<file path="config.mk">
export PLATFORM = sky130hd
export DESIGN_NAME = ultrasonic_echo_ranger
export DESIGN_NICKNAME = d
export VERILOG_FILES = /design/src/rtl/uer_pkg.sv /design/src/rtl/uer_seq.sv /design/src/rtl/uer_div.sv /design/src/rtl/ultrasonic_echo_ranger.sv
export SDC_FILE = /design/constraint.sdc
export NUM_CORES = 1
export LEC_CHECK = 0
export ABC_AREA = 0
export BUFFER_PORTS_ARGS = -buffer_cell sky130_fd_sc_hd__buf_2
export CAP_MARGIN = 15
export CORE_MARGIN = 2
export CORE_UTILIZATION = 45
export CTS_CLUSTER_DIAMETER = 60
export CTS_CLUSTER_SIZE = 10
export DETAILED_ROUTE_END_ITERATION = 10
export HOLD_SLACK_MARGIN = 0.1
export SYNTH_ARGS = -nofsm -noshare
export SYNTH_HDL_FRONTEND = slang
export SYNTH_SLANG_ARGS = --single-unit
</file>
<file path="constraint.sdc">
create_clock -name clk -period 10.3 [get_ports clk]
set_clock_uncertainty 0.15 [all_clocks]
set_input_delay 0 -clock clk [delete_from_list [all_inputs] [get_ports clk]]
set_output_delay 0 -clock clk [all_outputs]
set_load 0.005 [all_outputs]
</file>
<file path="src/rtl/uer_pkg.sv">
// Shared types and constants for the ultrasonic echo ranger.
`default_nettype none
package uer_pkg;

  typedef enum logic [2:0] {
    PH_IDLE      = 3'd0,
    PH_TRIG_LOW  = 3'd1,
    PH_TRIG_HIGH = 3'd2,
    PH_WAIT_END  = 3'd3,
    PH_WAIT_RISE = 3'd4,
    PH_WAIT_FALL = 3'd5
  } phase_t;

  typedef struct packed {
    logic drive_en;
    logic drive_lvl;
    logic busy;
    logic done;
    logic tmo;
  } flags_t;

  localparam int         TIMEOUT_W       = 24;
  localparam logic [23:0] TIMEOUT_RESET  = 24'd30000;
  localparam logic [2:0] TRIG_LOW_TICKS  = 3'd2;
  localparam logic [2:0] TRIG_HIGH_TICKS = 3'd5;
  localparam int         ECHO_DIVISOR    = 58;

endpackage
`default_nettype wire

</file>
<file path="src/rtl/uer_seq.sv">
// Trigger and echo timing sequencer: one state update per accepted tick.
`default_nettype none
module uer_seq
  import uer_pkg::*;
#(
  parameter int COUNT_BITS = 24
) (
  input  wire logic                  clk,
  input  wire logic                  rst,
  input  wire logic                  accept,
  input  wire logic                  cmd,
  input  wire logic                  echo_level,
  input  wire logic [TIMEOUT_W-1:0]  timeout_us,
  output flags_t                     flags,
  output logic [COUNT_BITS-1:0]      width
);

  localparam int CMP_W = (COUNT_BITS + 1 > TIMEOUT_W) ? COUNT_BITS + 1 : TIMEOUT_W;
  localparam logic [COUNT_BITS:0] ELAPSED_MAX = '1;

  phase_t                phase, phase_next, lph;
  logic [2:0]            ticks, ticks_next;
  logic [COUNT_BITS:0]   elapsed, elapsed_next;
  logic [COUNT_BITS-1:0] pulse_start, pulse_start_next;
  logic [COUNT_BITS-1:0] last_width, last_width_next;
  logic                  last_timeout, last_timeout_next;
  logic                  done, listen;
  logic [COUNT_BITS:0]   t, diff, wid;

  always_comb begin
    phase_next        = phase;
    ticks_next        = ticks;
    elapsed_next      = elapsed;
    pulse_start_next  = pulse_start;
    last_width_next   = last_width;
    last_timeout_next = last_timeout;
    done              = 1'b0;
    listen            = 1'b0;
    t                 = elapsed;
    lph               = phase;
    diff              = '0;
    wid               = '0;
    case (phase)
      PH_TRIG_LOW: begin
        if (ticks >= TRIG_LOW_TICKS) begin
          phase_next = PH_TRIG_HIGH;
          ticks_next = 3'd1;
        end else begin
          ticks_next = ticks + 3'd1;
        end
      end
      PH_TRIG_HIGH: begin
        if (ticks >= TRIG_HIGH_TICKS) begin
          phase_next = PH_WAIT_END;
          ticks_next = '0;
          t          = '0;
          listen     = 1'b1;
        end else begin
          ticks_next = ticks + 3'd1;
        end
      end
      PH_WAIT_END, PH_WAIT_RISE, PH_WAIT_FALL: begin
        listen = 1'b1;
      end
      default: begin
        phase_next = PH_IDLE;
        ticks_next = '0;
        if (cmd) begin
          phase_next = PH_TRIG_LOW;
          ticks_next = 3'd1;
        end
      end
    endcase

    if (listen) begin
      elapsed_next = t;
      lph = phase_next;
      if (lph == PH_WAIT_END && !echo_level) begin
        lph = PH_WAIT_RISE;
      end
      if (lph == PH_WAIT_RISE && echo_level) begin
        pulse_start_next = t[COUNT_BITS] ? '1 : t[COUNT_BITS-1:0];
        lph = PH_WAIT_FALL;
      end
      diff = t - {1'b0, pulse_start_next};
      wid  = (t >= {1'b0, pulse_start_next}) ? diff : '0;
      if (lph == PH_WAIT_FALL && !echo_level) begin
        last_width_next   = wid[COUNT_BITS] ? '1 : wid[COUNT_BITS-1:0];
        last_timeout_next = 1'b0;
        phase_next        = PH_IDLE;
        ticks_next        = '0;
        done              = 1'b1;
      end else if (CMP_W'(t) > CMP_W'(timeout_us)) begin
        last_width_next   = '0;
        last_timeout_next = 1'b1;
        phase_next        = PH_IDLE;
        ticks_next        = '0;
        done              = 1'b1;
      end else begin
        phase_next   = lph;
        elapsed_next = (t == ELAPSED_MAX) ? t : t + 1'b1;
      end
    end
  end

  always_ff @(posedge clk) begin
    if (rst) begin
      phase        <= PH_IDLE;
      ticks        <= '0;
      elapsed      <= '0;
      pulse_start  <= '0;
      last_width   <= '0;
      last_timeout <= 1'b0;
    end else if (accept) begin
      phase        <= phase_next;
      ticks        <= ticks_next;
      elapsed      <= elapsed_next;
      pulse_start  <= pulse_start_next;
      last_width   <= last_width_next;
      last_timeout <= last_timeout_next;
    end
  end

  always_ff @(posedge clk) begin
    if (accept) begin
      flags.drive_en  <= (phase_next == PH_TRIG_LOW) || (phase_next == PH_TRIG_HIGH);
      flags.drive_lvl <= (phase_next == PH_TRIG_HIGH);
      flags.busy      <= (phase_next != PH_IDLE);
      flags.done      <= done;
      flags.tmo       <= last_timeout_next;
      width           <= last_width_next;
    end
  end

endmodule
`default_nettype wire

</file>
<file path="src/rtl/uer_div.sv">
// Distance pipeline: width * 2^FRACTION_BITS / 58 by reciprocal multiply and correction.
`default_nettype none
module uer_div
  import uer_pkg::*;
#(
  parameter int COUNT_BITS    = 24,
  parameter int FRACTION_BITS = 4
) (
  input  wire logic                                  clk,
  input  wire logic                                  adv,
  input  wire flags_t                                flags_in,
  input  wire logic [COUNT_BITS-1:0]                 width_in,
  output flags_t                                     flags_out,
  output logic [COUNT_BITS-1:0]                      width_out,
  output logic [COUNT_BITS+FRACTION_BITS-6:0]        distance
);

  localparam int K      = COUNT_BITS + 6;
  localparam int M_W    = COUNT_BITS + 1;
  localparam int Q_W    = COUNT_BITS - 5;
  localparam int DIST_W = COUNT_BITS + FRACTION_BITS - 5;
  localparam int FRAC_W = (FRACTION_BITS > 0) ? FRACTION_BITS : 1;
  localparam logic [M_W-1:0] RECIP = M_W'((64'd1 << K) / ECHO_DIVISOR);
  localparam logic [6:0] DIV7 = 7'(ECHO_DIVISOR);

  typedef logic [ECHO_DIVISOR-1:0][FRAC_W-1:0] frac_tab_t;

  // fraction of r/58 for every remainder r below 58
  function automatic frac_tab_t frac_table();
    frac_tab_t tab;
    for (int i = 0; i < ECHO_DIVISOR; i++) begin
      tab[i] = FRAC_W'((i << FRACTION_BITS) / ECHO_DIVISOR);
    end
    return tab;
  endfunction

  localparam frac_tab_t FRAC_TAB = frac_table();

  flags_t                        flags2, flags3;
  logic [COUNT_BITS-1:0]         width2, width3;
  logic [COUNT_BITS+M_W-1:0]     prod;
  logic [Q_W-1:0]                q_est, q_fix, q3;
  logic [6:0]                    qm, r_est;
  logic [5:0]                    r_fix, r3;
  logic [FRAC_W-1:0]             frac;

  always_ff @(posedge clk) begin
    if (adv) begin
      prod   <= width_in * RECIP;
      width2 <= width_in;
      flags2 <= flags_in;
    end
  end

  assign q_est = prod[K +: Q_W];
  assign qm    = q_est[6:0] * DIV7;
  assign r_est = width2[6:0] - qm;

  always_comb begin
    if (r_est >= DIV7) begin
      q_fix = q_est + 1'b1;
      r_fix = 6'(r_est - DIV7);
    end else begin
      q_fix = q_est;
      r_fix = r_est[5:0];
    end
  end

  always_ff @(posedge clk) begin
    if (adv) begin
      q3     <= q_fix;
      r3     <= r_fix;
      width3 <= width2;
      flags3 <= flags2;
    end
  end

  assign frac = FRAC_TAB[r3];

  always_ff @(posedge clk) begin
    if (adv) begin
      distance  <= (DIST_W'(q3) << FRACTION_BITS) + DIST_W'(frac);
      width_out <= width3;
      flags_out <= flags3;
    end
  end

endmodule
`default_nettype wire

</file>
<file path="src/rtl/ultrasonic_echo_ranger.sv">
// Top level of the single-pin ultrasonic echo ranger.
// Usage:
//   Input channel (in_valid/in_stall) carries one microsecond tick per request:
//   cmd starts a measurement when idle, echo_level is the sampled pin level.
//   Output channel (out_valid/out_stall) returns exactly one result per request:
//   pin drive enable and level, busy, done pulse, timeout flag, last distance
//   (cm, FRACTION_BITS fraction bits) and last echo width in ticks.
//   cfg_we/cfg_wdata write the timeout in ticks; write only while idle.
// Timing:
//   One request per clock cycle sustained while no result is stalled. Each
//   result passes the sequencer output register, then the reciprocal multiply,
//   the quotient correction and the fraction lookup stages of the distance pipeline.
// Reset:
//   rst (synchronous) empties the pipeline, returns the sequencer to idle,
//   clears the stored width and timeout flag, and loads the timeout register
//   with 30000.
// Stall:
//   While out_stall holds a waiting result, the whole pipeline freezes and
//   in_stall is raised; nothing is lost or repeated.
`default_nettype none
module ultrasonic_echo_ranger
  import uer_pkg::*;
#(
  parameter int COUNT_BITS    = 24,
  parameter int FRACTION_BITS = 4
) (
  input  wire logic                               clk,
  input  wire logic                               rst,
  input  wire logic                               cfg_we,
  input  wire logic [TIMEOUT_W-1:0]               cfg_wdata,
  input  wire logic                               in_valid,
  output logic                                    in_stall,
  input  wire logic                               cmd,
  input  wire logic                               echo_level,
  output logic                                    out_valid,
  input  wire logic                               out_stall,
  output logic                                    pin_drive_enable,
  output logic                                    pin_drive_level,
  output logic                                    busy_res,
  output logic                                    measure_done,
  output logic                                    timed_out,
  output logic [COUNT_BITS+FRACTION_BITS-6:0]     distance_q4,
  output logic [COUNT_BITS-1:0]                   echo_width_us
);

  logic [TIMEOUT_W-1:0]  timeout_us;
  logic                  adv, accept;
  logic [2:0]            stage_valid;
  flags_t                seq_flags, out_flags;
  logic [COUNT_BITS-1:0] seq_width;

  assign in_stall = out_valid && out_stall;
  assign adv      = !in_stall;
  assign accept   = in_valid && adv;

  always_ff @(posedge clk) begin
    if (rst) begin
      timeout_us <= TIMEOUT_RESET;
    end else if (cfg_we) begin
      timeout_us <= cfg_wdata;
    end
  end

  always_ff @(posedge clk) begin
    if (rst) begin
      stage_valid <= '0;
      out_valid   <= 1'b0;
    end else if (adv) begin
      stage_valid <= {stage_valid[1:0], in_valid};
      out_valid   <= stage_valid[2];
    end
  end

  uer_seq #(
    .COUNT_BITS(COUNT_BITS)
  ) u_seq (
    .clk        (clk),
    .rst        (rst),
    .accept     (accept),
    .cmd        (cmd),
    .echo_level (echo_level),
    .timeout_us (timeout_us),
    .flags      (seq_flags),
    .width      (seq_width)
  );

  uer_div #(
    .COUNT_BITS    (COUNT_BITS),
    .FRACTION_BITS (FRACTION_BITS)
  ) u_div (
    .clk       (clk),
    .adv       (adv),
    .flags_in  (seq_flags),
    .width_in  (seq_width),
    .flags_out (out_flags),
    .width_out (echo_width_us),
    .distance  (distance_q4)
  );

  assign pin_drive_enable = out_flags.drive_en;
  assign pin_drive_level  = out_flags.drive_lvl;
  assign busy_res         = out_flags.busy;
  assign measure_done     = out_flags.done;
  assign timed_out        = out_flags.tmo;

endmodule
`default_nettype wire

</file>
# After elaboration in Yosys (flattened, before gate mapping)
# Memory sizes are Yosys's and may differ from the RTL's. A register that Yosys moved wholly into a read port is not among the register bits.
# Index checks and enable logic that the tools add are counted.
[classes]
n_addsub = 7
n_mul = 2
div_mod_pow = 0
n_lt_le_gt_ge = 6
n_eq_ne = 11
shift = 0
muxes = 41
bitwise_logic = 0
reduce_logical = 11
[op_table]
columns = ["cell", "n"]
rows = [
  ["two-way mux 24 bit", 7],
  ["two-way mux 25 bit", 6],
  ["multiplier 24 x 24 -> 48 bit, second input constant", 1],
  ["two-way mux 3 bit", 14],
  ["adder 25 x 1 -> 25 bit, second input constant", 1],
  ["== test 25 bit, second input constant", 1],
  ["greater-or-equal comparator 25 x 24 -> 1 bit", 1],
  ["greater-than comparator 25 x 24 -> 1 bit", 1],
  ["subtractor 25 x 24 -> 25 bit", 1],
  ["adder 23 x 4 -> 23 bit", 1],
  ["adder 19 x 1 -> 19 bit, second input constant", 1],
  ["two-way mux 19 bit", 1],
  ["one-hot mux 3 bit (3 select lines)", 2],
  ["== test 3 x 2 -> 1 bit, second input constant", 4],
  ["== test 3 bit, second input constant", 4],
  ["two-way mux 6 bit", 2],
  ["greater-or-equal comparator 7 x 6 -> 1 bit, second input constant", 1],
  ["less-than comparator 6 x 7 -> 1 bit, second input constant", 1],
  ["multiplier 7 x 5 -> 6 bit, second input constant", 1],
  ["two-way mux 1 bit", 7],
  ["subtractor 7 bit", 1],
  ["== test 3 x 1 -> 1 bit, second input constant", 2],
  ["subtractor 6 bit, second input constant", 1],
  ["logical AND 1 bit", 5],
  ["10 further kinds", 11],
]
[word_totals]
reg_bits = 320
latchBits = 0
mem_bits_rw = 0
romBits = 256
inputBits = 31
wordCells = 116
n_memories = 1
[mem_list]
columns = ["memory", "depth", "width", "read_ports", "rd_clocked_by_memory_dff", "wr", "line_no", "source"]
rows = [
  ["(name not given)", 64, 4, 1, 1, 0, "uer_div.sv:78", "assign frac = FRAC_TAB[r3];"],
]

# Logic depth before layout (Yosys ltp)
[logic_depth]
word_depth = 17
ltp_mapped = 26
ltp_nobuf = 26

# Modules after synthesis
# From an unflattened synthesis, not the netlist that was laid out.
[hier_totals]
hier_cells = 2440
hier_area_um2 = 25017.7
[by_module_without_submodules]
columns = ["mod", "n_inst", "cells_each", "area_per_inst_um2", "seq_area_each_um2"]
rows = [
  ["uer_div", 1, 1389, 16382.0, 4674.5],
  ["uer_seq", 1, 957, 7597.3, 2472.4],
  ["ultrasonic_echo_ranger", 1, 94, 1038.5, 560.5],
]

# Worst setup path after synthesis
# Ideal clock, no wire load.
[synth_path]
path_kind = "register -> register"
start = "reg out_valid"
end = "reg u_seq.last_width[11]"
setup_ns = 0.117
arrival_time_ns = 7.117
required_time_ns = 10.033
setup_slack_ns = 2.916
path_stages_with_launch = 9
period_less_slack_ns = 7.384
path_cell_list = "dfxtp_1 nand2_1 clkbuf_1 nand2_1 inv_1 clkbuf_1 a21oi_1 clkbuf_1 a22o_1"
[synth_via]
elab_chain_cells = 3
[synth_lines]
columns = ["item", "line_no", "source"]
rows = [
  ["start, declared", "ultrasonic_echo_ranger.sv:35", "output logic out_valid,"],
  ["start signal, assigned", "ultrasonic_echo_ranger.sv:70", "out_valid <= stage_valid[2];"],
  ["logical AND 1 bit", "ultrasonic_echo_ranger.sv:52", "assign in_stall = out_valid && out_stall;"],
  ["zero test 1 bit", "ultrasonic_echo_ranger.sv:53", "assign adv = !in_stall;"],
  ["logical AND 1 bit", "ultrasonic_echo_ranger.sv:54", "assign accept = in_valid && adv;"],
  ["net accept", "ultrasonic_echo_ranger.sv:47", "logic adv, accept;"],
  ["end signal, assigned", "uer_seq.sv:119", "last_width <= last_width_next;"],
  ["end, declared", "uer_seq.sv:25", "logic [COUNT_BITS-1:0] last_width, last_width_next;"],
]
# The timed path passes the listed nets, and every way through them passes these cells.
# A chain may end at the register's enable or synchronous reset.

# Final worst setup path
[layout_path]
start = "reg u_seq.width[15]"
end = "reg u_div.prod[48], data pin"
[layout_via]
elab_chain_cells = 1
[layout_lines]
columns = ["item", "line_no", "source"]
rows = [
  ["start, declared", "uer_seq.sv:15", "output logic [COUNT_BITS-1:0] width"],
  ["start signal, assigned", "uer_seq.sv:131", "width <= last_width_next;"],
  ["multiplier 24 x 24 -> 48 bit", "uer_div.sv:49", "prod <= width_in * RECIP;"],
  ["end signal, assigned", "uer_div.sv:49", ""],
  ["end, declared", "uer_div.sv:41", "logic [COUNT_BITS+M_W-1:0] prod;"],
]
# Every way passes these cells.

==> impl_metrics.tcl <==
set metrics [dict create \
    status "finished clean" \
    worst_pin_slew_ps 1003 \
    end_kind "flip-flop" \
    synth_compound_area_frac 0.1009 \
    synthCells 2369 \
    grt_pass1_wl_mm 100.7 \
    critical_path_class "flip-flop to flip-flop" \
    overflow 0 \
    ir_worst_vdd_uv 354.7 \
    die_h_um 237.3 \
    syn_nets 2947 \
    regArea_um2 7707 \
    p_leak_nw 13.12 \
    multiInputGateArea_um2 14650 \
    muxShareOfSynthArea 0.01109 \
    r2r-start "u_seq.width[15]$_DFFE_PP_" \
    vias 17350 \
    core_um2 53810 \
    ant_nets 0 \
    min_path_type "flip-flop to flip-flop" \
    wl_per_cell_um 19.12 \
    synth_xor_area_frac 0.03178 \
    ys_seq_area_frac 0.3148 \
    avgViaCountPerCell 5.339 \
    ys_seq_elements 294 \
    setup_viol 0 \
    htreeDepth 2 \
    worstPathRequired_ps 10440 \
    synth-simple-area-share 0.09709 \
    pre_cts_slack_ps 2045 \
    startpoint_type "flip-flop" \
    dp_hpwl_mm 48.12 \
    cap_violations 0 \
    drt-total-wl_mm 62.14 \
    netlist_area_um2 24490 \
    r2r_setup_slack_ps 2000 \
    syn_avg_cell_area_um2 10.34 \
    antenna_found_initial 0 \
    setup_slack_ps 2000 \
    timing.setup.tns_ps 0 \
    fp.dieW_um 237.3 \
    fill_cells 4814 \
    drive_gt1_frac 0.07674 \
    cp_max_fo 7 \
    clk_path_buf_depth 3 \
    finalHoldViolations 0 \
    synth_edf_count 182 \
    die_area_um2 56290 \
    clk_pin_slew_ps 50 \
    timing.fmax_mhz 120.5 \
    cts_setup_buffers 0 \
    numClockSinks 294 \
    synth_flop_cell "edfxtp_1" \
    ys_warn_count 0 \
    max-slew-margin-rel 0.3314 \
    start_util 0.4550 \
    synth.top_cell.area_share 0.2232 \
    ioPinCount 85 \
    grt_pass1_vias 18390 \
    drc 0 \
    port_buffers 84 \
    holdWs_ps 248.5 \
    synthAdderAreaFrac 0.3571 \
    rsz0062_at_grt "no" \
    synth_top_cells_by_area "edfxtp_1 (22%), fa_1 (21%), ha_1 (15%)" \
    numCtsBuffers 40 \
    post-route-util 0.5156 \
    cts_tree "built" \
    grt_max_degree 67 \
    antennaDiodeCount 0 \
    first_pass_iters 7 \
    synth_cell_types 91 \
    areaGrowthSynthToFinish_pct 13.33 \
    drtIter0Drc 952 \
    yosys.area.top_type "edfxtp_1" \
    rows 85 \
    critPathLaunch "u_seq.width[15]$_DFFE_PP_" \
    synth_top_family_by_area "adder cells" \
    powerDensity_nw_per_um2 296.7 \
    insertion_delay_ps 570 \
    layout_min_cycle_time_ps 8300 \
    nets 3108 \
    ys_async_sr_fraction 0 \
    gp_congestion 0.9836 \
    cp_data_arrival_time_ps 8440 \
    cts_root_buffer "clkbuf_16" \
    min_from "u_div.q3[1]$_DFFE_PN_" \
    timing.final.crit_share 0.8058 \
    drv_slew 0 \
    grt_util_all_layers 0.2277 \
]
[cell families (layout without fill, tap and decap cells)]
group	count (synthesis)	in the layout
and+or+nand+nor	497	497
buffers and inverters	560	745
AOI/OAI and AO/OA	356	356
muxes	27	27
xor gates and xnor gates	88	88
DFF	294	294
adders and majority gates	547	547
[layer usage]
metal,vias to the layer above,GRT usage,share of wire
li1,8175,-,-
met1,8632,0.2998,0.44
met2,456,0.3930,0.49
met3,89,0.03310,0.054
met4,0,0.06137,0.024
met5,-,0,0
[metrics by stage]
step	cell area, um2	total power, mW	std cells
2_1_floorplan	24490	5.549	2369
3_3_place_gp	25610	6.646	3098
3_5_place_dp	25610	6.776	3098
4_1_cts	27750	8.232	3250
5_1_grt	27750	8.994	3250
6_report	27750	8.234	3250
[final timing paths]
path,end,cells past startpoint
worst max-delay path,u_div.prod[48]$_DFFE_PN_,24
worst min-delay path,u_div.distance[5]$_DFFE_PN_,0
worst max register to register,u_div.prod[48]$_DFFE_PN_,24
worst min register to register,u_div.distance[5]$_DFFE_PN_,0
[Yosys cell counts (4+ instances only)]
| cell | n |
|---|---|
| o31a_1 | 5 |
| nand2_1 | 128 |
| o22ai_1 | 22 |
| a21o_1 | 24 |
| o31ai_1 | 5 |
| o21a_1 | 14 |
| xnor2_1 | 53 |
| ha_1 | 294 |
| o21ai_0 | 69 |
| clkbuf_1 | 45 |
| inv_1 | 494 |
| o2bb2ai_2 | 5 |
| o211ai_1 | 14 |
| or3_1 | 9 |
| a22o_1 | 16 |
| nor4b_1 | 4 |
| mux2i_1 | 26 |
| o221ai_1 | 5 |
| or2_2 | 5 |
| buf_2 | 5 |
| edfxtp_1 | 182 |
| buf_1 | 9 |
| o21ai_1 | 12 |
| nand2b_1 | 11 |
| o2bb2ai_1 | 12 |
| a311oi_1 | 4 |
| dfxtp_1 | 112 |
| fa_1 | 253 |
| nand3_1 | 41 |
| and2_1 | 24 |
| nand4_1 | 14 |
| nor2_1 | 164 |
| a211oi_1 | 23 |
| nor2b_1 | 11 |
| a21oi_1 | 76 |
| xor2_1 | 34 |
| nor4_1 | 5 |
| a31oi_1 | 6 |
| nor3_1 | 41 |
| and3_1 | 14 |
[cell usage in the layout (no fill, tap or decap), types with 5 or more instances in the layout]
cell type and n:
mux2i_1 26, nor4_1 5, edfxtp_1 182, o2bb2ai_1 12, nor2_1 163, nand2_1 127, o221ai_1 5, o31a_1 5
buf_4 13, and3_1 14, o31ai_1 5, nand2b_1 11, a31oi_1 6, o21ai_1 12, or3_1 9, buf_2 84
dlygate4sd3_1 86, o211ai_1 14, o21a_1 14, and2_1 24, nor2b_1 11, clkbuf_1 11, nor3_1 41, a22o_1 16
clkbuf_16 42, ha_1 294, xor2_1 34, inv_1 494, o21ai_0 69, o2bb2ai_2 5, nand3_1 41, nand4_1 14
xnor2_1 53, a211oi_1 23, dfxtp_1 112, fa_1 253, a21o_1 24, or2_2 5, o22ai_1 22, a21oi_1 75
[worst max-delay path, cell delays in order (launching register included)]
cell and delay (ps):
edfxtp_1 630, inv_1 220, fa_1 620, inv_1 70, fa_1 550, inv_1 70
fa_1 530, inv_1 50, fa_1 540, fa_1 470, fa_1 560, inv_1 60
fa_1 540, inv_1 50, ha_1 300, nand4_1 180, a211oi_1 460, o2111ai_1 250
o211ai_1 690, o21a_1 270, o211a_1 190, and2_1 200, or3b_2 150, a31oi_1 90
xnor2_1 130
[state kept, by name (all words and copies together), names as in the netlist, 3 cells and up, named ones only]
name / cells
u_seq.elapsed: 25
timeout_us: 24
u_div.width2: 24
u_div.width_out: 24
u_seq.last_width: 24
u_seq.width: 24
u_div.distance: 23
u_div.width3: 23
u_div.prod: 19
u_div.q3: 19
u_seq.pulse_start: 18
u_div.r3: 6
u_div.flags2: 5
u_div.flags3: 5
u_div.flags_out: 5
u_seq.flags: 5
u_div.frac: 4
stage_valid: 3
u_seq.phase: 3
u_seq.ticks: 3
[power by group]
part	total, mW	switching [mW]	leakage, nW	internal, mW
Combinational	5.18	3.04	9.62	2.14
Sequential	1.69	0.0906	2.88	1.60
Clock	1.36	0.530	0.614	0.834
Total	8.23	3.66	13.1	4.58
[area by class of cell]
cell class,instances,area share
multi-input cells,1515,0.5281
repair buffers,183,0.04969
inverters,496,0.06709
flip-flops and latches,294,0.2778
clock inverters,11,0.005636
clock buffers,55,0.04036
well taps,696,0.03138
[what timing repair did]
action / CTS / global route
endpoints found under the hold margin: 102 / 0
hold buffers: 86 / 0
resized for setup: 0 / 0
Note: power is estimated with default switching activity, not from simulation.
